[config.mk]
export PLATFORM = sky130hd
export DESIGN_NAME = three_term_recurrence_checksum
export DESIGN_NICKNAME = d
export VERILOG_FILES = /design/src/design/trc_pkg.sv /design/src/design/three_term_recurrence_checksum.sv
export VERILOG_INCLUDE_DIRS = /design/src /design/src/design
export SDC_FILE = /design/constraint.sdc
export NUM_CORES = 1
export LEC_CHECK = 0
export BUFFER_PORTS_ARGS = -buffer_cell sky130_fd_sc_hd__buf_4
export CAP_MARGIN = 10
export CORE_MARGIN = 2
export CORE_UTILIZATION = 53
export DETAILED_ROUTE_END_ITERATION = 16
export GPL_TIMING_DRIVEN = 0
export HOLD_SLACK_MARGIN = 0.15
export PLACE_DENSITY_LB_ADDON = 0.1
export SKIP_CTS_REPAIR_TIMING = 1
export SYNTH_ARGS = -nofsm -noshare
export SYNTH_HDL_FRONTEND = slang
export SYNTH_SLANG_ARGS = --single-unit
[constraint.sdc]
create_clock -name clk_i -period 17.12 [get_ports clk_i]
set_clock_uncertainty 0.05 [all_clocks]
set_input_delay 5.136 -clock clk_i [delete_from_list [all_inputs] [get_ports clk_i]]
set_output_delay 5.136 -clock clk_i [all_outputs]
set_load 0.02 [all_outputs]
[src/design/three_term_recurrence_checksum_assert.svh]
// Assertion macros shared by the design files.
// TRC_ASSERT checks a property at every rising clock edge outside reset.
// TRC_ASSERT_ALWAYS checks a property at every rising clock edge, reset included.
`ifndef THREE_TERM_RECURRENCE_CHECKSUM_ASSERT_SVH
`define THREE_TERM_RECURRENCE_CHECKSUM_ASSERT_SVH
`ifndef ASSERT_OFF
`define TRC_ASSERT(label, prop, msg) \
  label: assert property (@(posedge clk_i) disable iff (!rst_ni) prop) else $error(msg);
`define TRC_ASSERT_ALWAYS(label, prop, msg) \
  label: assert property (@(posedge clk_i) prop) else $error(msg);
`else
`define TRC_ASSERT(label, prop, msg)
`define TRC_ASSERT_ALWAYS(label, prop, msg)
`endif
`endif

[src/design/trc_pkg.sv]
package trc_pkg;

  localparam int unsigned ByteW = 8;
  localparam int unsigned TermW = 16;
  localparam int unsigned PosW  = 8;
  // Widest product: a 9-bit coefficient times a 16-bit term.
  localparam int unsigned ProdW = 25;

  localparam logic [PosW-1:0]  AlphaMul   = 8'd17;
  localparam logic [PosW-1:0]  BetaMul    = 8'd31;
  localparam logic [TermW-1:0] SeedOffset = 16'd7;
  localparam logic [TermW-1:0] Modulus    = 16'hFFFF;
  localparam logic [TermW-1:0] PrevReset  = 16'd1;

  // Reduce a product-sized value mod 65535. Since 2^16 = 1 mod 65535, the
  // upper bits fold onto the lower bits as an end-around carry.
  function automatic logic [TermW-1:0] mod_fold(input logic [ProdW-1:0] x);
    logic [TermW:0] f1;
    logic [TermW:0] f2;
    f1 = {1'b0, x[TermW-1:0]} + {8'b0, x[ProdW-1:TermW]};
    f2 = {1'b0, f1[TermW-1:0]} + {16'b0, f1[TermW]};
    return (f2[TermW-1:0] == Modulus) ? '0 : f2[TermW-1:0];
  endfunction

endpackage

[src/design/three_term_recurrence_checksum.sv]
// Three-term recurrence checksum over a byte stream.
// Input channel (s_axis_*): one request carries one message byte in tdata;
// tlast marks the final byte of a message. Output channel (m_axis_*): one
// request per message carries the 16-bit checksum in tdata.
// Throughput: one byte per clock cycle. The recurrence state (current term,
// previous term, position) is updated in the same cycle the byte is taken,
// through two small multipliers and a mod-65535 end-around-carry fold.
// The checksum is registered: it is valid on the output right after the
// edge at which the final byte is accepted.
// Reset: the state returns to "awaiting first byte" with previous term 1,
// current term 0 and position 0; the output register is emptied.
// The state also returns to these values after every final byte.
// Backpressure: the checksum sits in an output register. While it waits to
// be taken, input bytes are still accepted if the receiver takes the result
// in the same cycle; otherwise the input stalls until the result leaves.
// A stalled result holds its value until it is accepted.
`include "three_term_recurrence_checksum_assert.svh"

module three_term_recurrence_checksum
  import trc_pkg::*;
(
  input  logic             clk_i,
  input  logic             rst_ni,
  input  logic             s_axis_tvalid_i,
  output logic             s_axis_tready_o,
  input  logic [ByteW-1:0] s_axis_tdata_i,   // [7:0] data_byte
  input  logic             s_axis_tlast_i,   // is_final
  output logic             m_axis_tvalid_o,
  input  logic             m_axis_tready_i,
  output logic [TermW-1:0] m_axis_tdata_o    // [15:0] checksum
);

  // Recurrence state.
  logic             first_q, first_d;
  logic [PosW-1:0]  pos_q, pos_d;
  logic [TermW-1:0] cur_q, cur_d;
  logic [TermW-1:0] prev_q, prev_d;

  // Output register.
  logic             out_valid_q, out_valid_d;
  logic [TermW-1:0] out_data_q;

  logic             s_fire;
  logic             final_fire;

  // Datapath for a byte that is not the first of its message.
  logic [PosW-1:0]  alpha;
  logic [PosW-1:0]  beta;
  logic [ByteW:0]   coef_a;
  logic [ProdW-1:0] plus;
  logic [ProdW-1:0] minus;
  logic             non_neg;
  logic [ProdW-1:0] magnitude;
  logic [TermW-1:0] mag_mod;
  logic [TermW-1:0] step_term;
  logic [TermW-1:0] new_term;

  // A request is taken whenever the output register is free or is being
  // drained in this cycle.
  assign s_axis_tready_o = !out_valid_q || m_axis_tready_i;
  assign s_fire          = s_axis_tvalid_i && s_axis_tready_o;
  assign final_fire      = s_fire && s_axis_tlast_i;

  // Coefficients only depend on the position mod 256, so 8-bit products
  // that drop their upper bits give them exactly.
  assign alpha  = pos_q * AlphaMul;
  assign beta   = pos_q * BetaMul;
  assign coef_a = {1'b0, s_axis_tdata_i} + {1'b0, alpha};
  assign plus   = ProdW'(coef_a) * ProdW'(cur_q);
  assign minus  = ProdW'(beta) * ProdW'(prev_q);

  assign non_neg   = plus >= minus;
  assign magnitude = non_neg ? (plus - minus) : (minus - plus);
  assign mag_mod   = mod_fold(magnitude);

  // A negative difference wraps through 2^64, which is 1 mod 65535, so the
  // result is (1 - |d|) mod 65535. That is 1 when |d| is a multiple of the
  // modulus, 0 when it leaves a remainder of one, and 65536 - r otherwise.
  always_comb begin
    if (non_neg) begin
      step_term = mag_mod;
    end else if (mag_mod == '0) begin
      step_term = PrevReset;
    end else if (mag_mod == PrevReset) begin
      step_term = '0;
    end else begin
      step_term = TermW'(17'h10000 - {1'b0, mag_mod});
    end
  end

  // The first byte of a message seeds the current term with byte + 7.
  assign new_term = first_q ? ({8'b0, s_axis_tdata_i} + SeedOffset) : step_term;

  always_comb begin
    first_d = first_q;
    pos_d   = pos_q;
    cur_d   = cur_q;
    prev_d  = prev_q;
    if (final_fire) begin
      first_d = 1'b1;
      pos_d   = '0;
      cur_d   = '0;
      prev_d  = PrevReset;
    end else if (s_fire) begin
      first_d = 1'b0;
      pos_d   = pos_q + 1'b1;
      cur_d   = new_term;
      prev_d  = first_q ? PrevReset : cur_q;
    end
  end

  always_comb begin
    out_valid_d = out_valid_q;
    if (final_fire) begin
      out_valid_d = 1'b1;
    end else if (m_axis_tready_i) begin
      out_valid_d = 1'b0;
    end
  end

  always_ff @(posedge clk_i or negedge rst_ni) begin
    if (!rst_ni) begin
      first_q     <= 1'b1;
      pos_q       <= '0;
      cur_q       <= '0;
      prev_q      <= PrevReset;
      out_valid_q <= 1'b0;
    end else begin
      first_q     <= first_d;
      pos_q       <= pos_d;
      cur_q       <= cur_d;
      prev_q      <= prev_d;
      out_valid_q <= out_valid_d;
    end
  end

  always_ff @(posedge clk_i) begin
    if (final_fire) begin
      out_data_q <= new_term;
    end
  end

  assign m_axis_tvalid_o = out_valid_q;
  assign m_axis_tdata_o  = out_data_q;

  // A final byte always leaves a checksum in the output register.
  `TRC_ASSERT(a_final_gives_result, final_fire |=> out_valid_q, "final byte lost its checksum")
  // A checksum appears only after a final byte.
  `TRC_ASSERT(a_result_from_final, $rose(out_valid_q) |-> $past(final_fire), "spurious checksum")
  // After a final byte the next byte starts a fresh message.
  `TRC_ASSERT(a_final_resets, final_fire |=> (first_q && pos_q == '0 && prev_q == PrevReset),
              "state not returned to reset after final byte")
  // While waiting for a first byte the position stays at zero.
  `TRC_ASSERT_ALWAYS(a_first_pos, first_q |-> pos_q == '0, "position moved before first byte")
  // Reduced terms never reach the modulus itself.
  `TRC_ASSERT(a_term_range, (cur_q != Modulus) && (prev_q != Modulus), "term not reduced")

endmodule
==> key figures, run 1 <==
Floorplanning
  • Num rows: 63
  • Top-level I/O count: 31
  • Die height: 178 um
  • Die Width: 178 um
  • Die Area: 31800 um^2
  • Core outline area: 29800 um^2
  • Initial Util: 54.1%

Setup path
  • Worst R2R End: m_axis_tdata_o[14]$_DFFE_PP_
  • Arrival time worst endpoint: 17840 ps
  • Largest stage delay, worst path: 590 ps
  • CP delay by family, top: compound AO/OA/AOI/OAI gates
  • Critical path's most frequent cell: a21o_1
  • CP Launch Type: primary input
  • Crit path max fanout: 10
  • CP Capture Type: register
  • Worst R2R Path Depth: 62
  • Crit path buf inv count: 6
  • Worst endpoint required time: 17150 ps
  • Critical path class: primary input to register
  • Worst R2R Setup Slack: 1410 ps
  • Crit-path slowest cell: or4_4
  • Reg2Reg Launch Point: pos_q[1]$_DFFE_PN0P_

Synthesis
  • Synth Area per Inst: 8.34 um^2
  • Number of synthesized flops with an enable pin: 16
  • Post-synth cell types: 96
  • Share of the synthesized area in the top cell type: 24.5%
  • Synthesized instance count: 1931
  • Synthesized Nets: 2315
  • Synth Flop Type: dfrtp_1
  • Leading area contributor after synthesis: fa_1
  • Seq/Total Area, Yosys: 9.52%
  • Area contributors post-synth: fa_1 24%, ha_1 14%, inv_1 7.0%
  • Commonest cells in the netlist: 300 x inv_1, 199 x nand2_1, 197 x fa_1, 174 x ha_1, 138 x and2_1
  • #FFs+latches synth: 58
  • Most common cell in the netlist: inv_1
  • Yosys warnings: 0
  • Mapped Area: 16100 um^2
  • Ys async rst share: 72.4%

Route
  • Routed vias/inst: 5.85
  • ANT nets after route: 0
  • DR DRC count: 0
  • Total Wirelength: 48.1 mm
  • Vias: 14300
  • Drt initial violations: 1034
  • Drt wl/cell: 19.7 um
  • Drt first pass iters: 6

Status
  • Status: finished, violations left
  • Failing checks: setup timing

Placed design
  • Detail Placement HPWL: 38.8 mm
  • Port-buffer cells: 30
  • GP Congestion: 0.915
  • DP Cell Count: 2351

Timing
  • # setup viols final: 32
  • Fin crit share: 104%
  • Max Fclk: 0.0562 GHz
  • RSZ-0062 raised after global routing: yes
  • Final worst slack: -689 ps
  • Final Max Slew Viols: 0
  • Hold WS: 449 ps
  • Hold Vio Cnt, Final: 0
  • Setup TNS: -19680 ps
  • Fin crit period: 17810 ps
  • Worst slew pin tran: 1020 ps
  • Slew headroom: 31.5%

Layout
  • Share of layout cells above drive strength 1: 15.8%
  • Non-Filler Instances: 2436
  • Layout area overhead: 16.8%
  • Fillers: 2647
  • Fin nets: 2425
  • ANT cells: 0
  • Final core utilization: 63.1%

Clocking
  • # clock sinks: 58
  • Max Root-Sink Buffers: 2
  • CTS Root Cell: clkbuf_16
  • H-tree levels: 3
  • Reg clk slew, reported paths: 50 ps
  • CTS tree: done
  • Worst-Skew Late Latency: 330 ps
  • Total clock buffers created by CTS: 9

Worst hold path
  • Hold depth: 1
  • Worst hold endpoint: prev_q[15]$_DFFE_PN0P_
  • Worst hold start: cur_q[15]$_DFFE_PN0P_
  • Min-delay worst type: register to register

Global routing
  • Initial antenna violation count: 0
  • First-pass GRT wire length: 72.3 mm
  • Largest net degree at the start of global routing: 43
  • All-Layer GR Usage: 29.5%
  • Vias in the first global route: 13400
  • Grt ovf: 0

Run
  • Max-cap violations: 0
==> state kept, by name, summed over array words and instances, names as in the netlist <==
signal / flops
m_axis_tvalid_o: 1
m_axis_tdata_o: 16
prev_q: 16
first_q: 1
cur_q: 16
pos_q: 8
==> area by class of cell <==
cell class                 count  area, um^2  share of cell area (%)
buffer                        78         475                    2.53
clock buffer                  12         256                    1.36
clock inverter                 4        73.8                   0.392
inverter                     300        1130                    5.99
multi-input combinational   1493       14000                    74.5
sequential                    58        1530                    8.15
tap                          390         488                    2.59
timing repair buffer         101         851                    4.52
==> per-layer routing <==
metal  vias to the layer above  GRT usage, %  routed length [um]
met5                         -             0                   0
met4                         0          8.13                1290
met3                        79          3.32                2660
met2                       496          48.6               22800
met1                      7075          41.3               21300
li1                       6600             -                   -
==> cells in the final DEF, fill, tap and decap left out, drive strengths merged, types with 10 or more instances in the layout <==
master	instances
buf	125
and2	138
nand3	17
xnor2	77
nor4	17
fa	197
a22o	23
or3	12
nor3	36
xor2	36
ha	174
clkbuf	66
edfxtp	16
nand4	22
nand2b	21
nand2	199
a21o	38
o31ai	16
a211oi	11
o21a	14
nor2b	24
dfrtp	40
and3	15
o21ai	66
inv	300
o41ai	10
a21oi	100
nor2	97
o21bai	25
==> cell families after synthesis <==
family          synth area share (%)
flops                           9.52
buf+inv                         9.13
fa+ha+maj                       38.1
mux                            0.443
xor+xnor                        6.19
compound gates                  16.6
simple gates                    20.0
==> how the worst max path moves through the flow <==
stage	from	depth (start not counted)	slack, ps	to
floorplan	s_axis_tdata_i[0]	62	-20	m_axis_tdata_o[14]$_DFFE_PP_
global placement	s_axis_tdata_i[1]	63	-2480	m_axis_tdata_o[9]$_DFFE_PP_
detailed placement	s_axis_tdata_i[1]	63	-2520	m_axis_tdata_o[9]$_DFFE_PP_
CTS	s_axis_tdata_i[1]	63	-2210	m_axis_tdata_o[9]$_DFFE_PP_
global route	s_axis_tdata_i[1]	60	-1190	m_axis_tdata_o[13]$_DFFE_PP_
finish	s_axis_tdata_i[1]	58	-690	m_axis_tdata_o[14]$_DFFE_PP_
==> stage by stage <==
stage | instance area, um^2 | worst slack (ps)
global placement | 17100 | -2480
floorplan | 16400 | -22.5
CTS | 17400 | -2210
global route | 18800 | -1190
finish | 18800 | -689
detailed placement | 17100 | -2520
Power of run 1 is left out: the tool's default activity adds up to more than one toggle a clock period on the data nets, which glitch-free logic cannot reach.
==> inputs of run 2 (changes only) <==
- ABC_AREA: not set -> 1
==> run 2 against run 1 <==
The run still ends with setup timing left. Hold slack improved by 23 ps. Critical path type unchanged. Count of clock-buffer cells in the layout shrank 3. Fmax increased by 1.0%. Synthesized cell count is 17% higher. Setup slack improved by 180 ps. Non-clock buffer count down 36. Cell count increased by 13%. Core utilization is 0.84 points lower.
==> key figures, run 2 <==
Status
  • Status: finished, violations left
  • Failing checks: setup timing

Layout
  • Fin nets: 2750
  • ANT cells: 0
  • Multi-input logic area: 13100 um^2
  • Commonest non-fill, non-tap cells in the layout: 531 x nand2_1, 493 x inv_1, 195 x fa_1
  • Commonest non-fill, non-tap cell in the layout: nand2_1
  • Share of layout cells above drive strength 1: 13.5%
  • Non-Filler Instances: 2761
  • Final core utilization: 62.3%
  • Layout area overhead: 15.6%
  • Fillers: 2792
  • Register Area: 1530 um^2

Synthesis
  • Synthesized instance count: 2267
  • #FFs+latches synth: 58
  • Leading area contributor after synthesis: fa_1
  • Ys async rst share: 72.4%
  • Synth Area per Inst: 7.05 um^2
  • Commonest cells in the netlist: 572 x nand2_1, 500 x inv_1, 197 x fa_1, 176 x nor2_1, 174 x ha_1
  • Synthesized Nets: 2651
  • Most common cell in the netlist: nand2_1
  • Post-synth cell types: 55
  • Synth Flop Type: dfrtp_1
  • Seq/Total Area, Yosys: 9.60%
  • Mapped Area: 16000 um^2
  • Area contributors post-synth: fa_1 25%, ha_1 14%, nand2_1 13%
  • Share of the synthesized area in the top cell type: 24.7%
  • Yosys warnings: 0
  • Number of synthesized flops with an enable pin: 16

Setup path
  • Critical path's most frequent cell: nand2_2
  • Crit path max fanout: 10
  • Arrival time worst endpoint: 17680 ps
  • Worst R2R Path Depth: 90
  • CP Launch Type: primary input
  • Worst endpoint required time: 17170 ps
  • Crit-path slowest cell: fa_1
  • Worst R2R Setup Slack: 1340 ps
  • CP Capture Type: register
  • Critical path class: primary input to register
  • Worst R2R End: m_axis_tdata_o[10]$_DFFE_PP_
  • Reg2Reg Launch Point: pos_q[1]$_DFFE_PN0P_
  • Largest stage delay, worst path: 520 ps

Clocking
  • # clock sinks: 58
  • H-tree levels: 3
  • CTS tree: done
  • Reg clk slew, reported paths: 60 ps
  • Total clock buffers created by CTS: 9
  • Worst-Skew Late Latency: 350 ps
  • Max Root-Sink Buffers: 2
  • CTS Root Cell: clkbuf_16

Global routing
  • Grt ovf: 0
  • All-Layer GR Usage: 29.9%
  • Vias in the first global route: 14300
  • First-pass GRT wire length: 73.1 mm
  • Initial antenna violation count: 0
  • Largest net degree at the start of global routing: 43

Floorplanning
  • Die Area: 31500 um^2
  • Core outline area: 29600 um^2
  • Top-level I/O count: 31
  • Num rows: 63
  • Die height: 178 um
  • Die Width: 178 um
  • Initial Util: 53.9%

Timing
  • Worst slew pin tran: 740 ps
  • # setup viols final: 32
  • Max Fclk: 0.0567 GHz
  • Fin crit period: 17630 ps
  • Hold Vio Cnt, Final: 0
  • Fin crit share: 103%
  • Slew headroom: 50.7%
  • RSZ-0062 raised after global routing: yes
  • Setup TNS: -13280 ps
  • Final Max Slew Viols: 0
  • Final worst slack: -511 ps

Route
  • Drt initial violations: 1112
  • Drt first pass iters: 7
  • ANT nets after route: 0
  • Total Wirelength: 46.8 mm
  • DR DRC count: 0
  • Drt wl/cell: 17.0 um
  • Vias: 14900
  • Routed vias/inst: 5.41

Placed design
  • GP Congestion: 0.958
  • DP Cell Count: 2688
  • Port-buffer cells: 30
  • Detail Placement HPWL: 39.0 mm
  • Pre-CTS setup slack: -2620 ps

Worst hold path
  • Hold depth: 1
  • Min-delay worst type: register to register
  • Worst hold start: pos_q[7]$_DFFE_PN0P_
  • Worst hold endpoint: pos_q[7]$_DFFE_PN0P_

Run
  • Max-cap violations: 0
==> run 2: cell count changes after synthesis, sizes merged, moves of 33 or more <==
cell,previous run,this run
xnor2,77,25
a21o,38,5
nor2,97,190
nand2,199,586
and2,138,4
nand3,17,89
inv,300,510
==> run 2: metal layers <==
metal / part of all wire [%] / global-route usage [%] / wire length [um] / up-vias
met5: 0 / 0 / 0 / -
met4: 3.1 / 10.1 / 1470 / 0
met1: 43 / 39.9 / 20200 / 7266
met2: 48 / 50.4 / 22600 / 462
li1: - / - / - / 7122
met3: 5.3 / 3.66 / 2500 / 79
==> run 2: cells by family (layout without fill, tap and decap cells) <==
kind of cell    Yosys count  after routing  share of synthesized area [%]
compound gates          254            254                           9.24
xor+xnor                 90             90                           4.94
fa+ha+maj               371            371                           38.3
buf+inv                 568            671                           13.5
flops                    58             58                           9.60
mux                       3              3                          0.188
simple gates            923            924                           24.2
==> run 2: how the worst max path moves through the flow <==
stage / start / to / depth (start not counted)
2_1_floorplan: s_axis_tdata_i[2] / m_axis_tdata_o[10]$_DFFE_PP_ / 89
3_3_place_gp: s_axis_tdata_i[0] / m_axis_tdata_o[10]$_DFFE_PP_ / 85
3_5_place_dp: s_axis_tdata_i[0] / m_axis_tdata_o[10]$_DFFE_PP_ / 85
4_1_cts: s_axis_tdata_i[0] / m_axis_tdata_o[10]$_DFFE_PP_ / 85
5_1_grt: s_axis_tdata_i[0] / cur_q[14]$_DFFE_PN0P_ / 85
6_report: s_axis_tdata_i[0] / m_axis_tdata_o[10]$_DFFE_PP_ / 81
==> run 2: final cells by class <==
class | instances | share of cell area [%]
clock inverters | 7 | 0.678
repair buffers | 88 | 3.85
clock buffers | 9 | 1.22
flip-flops and latches | 58 | 8.31
well taps | 390 | 2.64
multi-input cells | 1642 | 70.9
plain buffers | 55 | 1.93
inverters | 512 | 10.5
==> run 2: worst max-delay path: cells and delay by family <==
kind            cells  cell delay [ps]
simple gates       40             4550
xor+xnor            2              510
buf+inv            12             1220
fa+ha+maj          12             4100
compound gates     15             2070
==> run 2: stage by stage <==
| step | instance area, um^2 | hold slack [ps] |
|---|---|---|
| finish | 18500 | 472 |
| global route | 18500 | 520 |
| CTS | 17200 | 475 |
| detailed placement | 16800 | 467 |
| global placement | 16800 | 462 |
| floorplan | 16100 | 445 |
Power of run 2 is left out for the same reason.
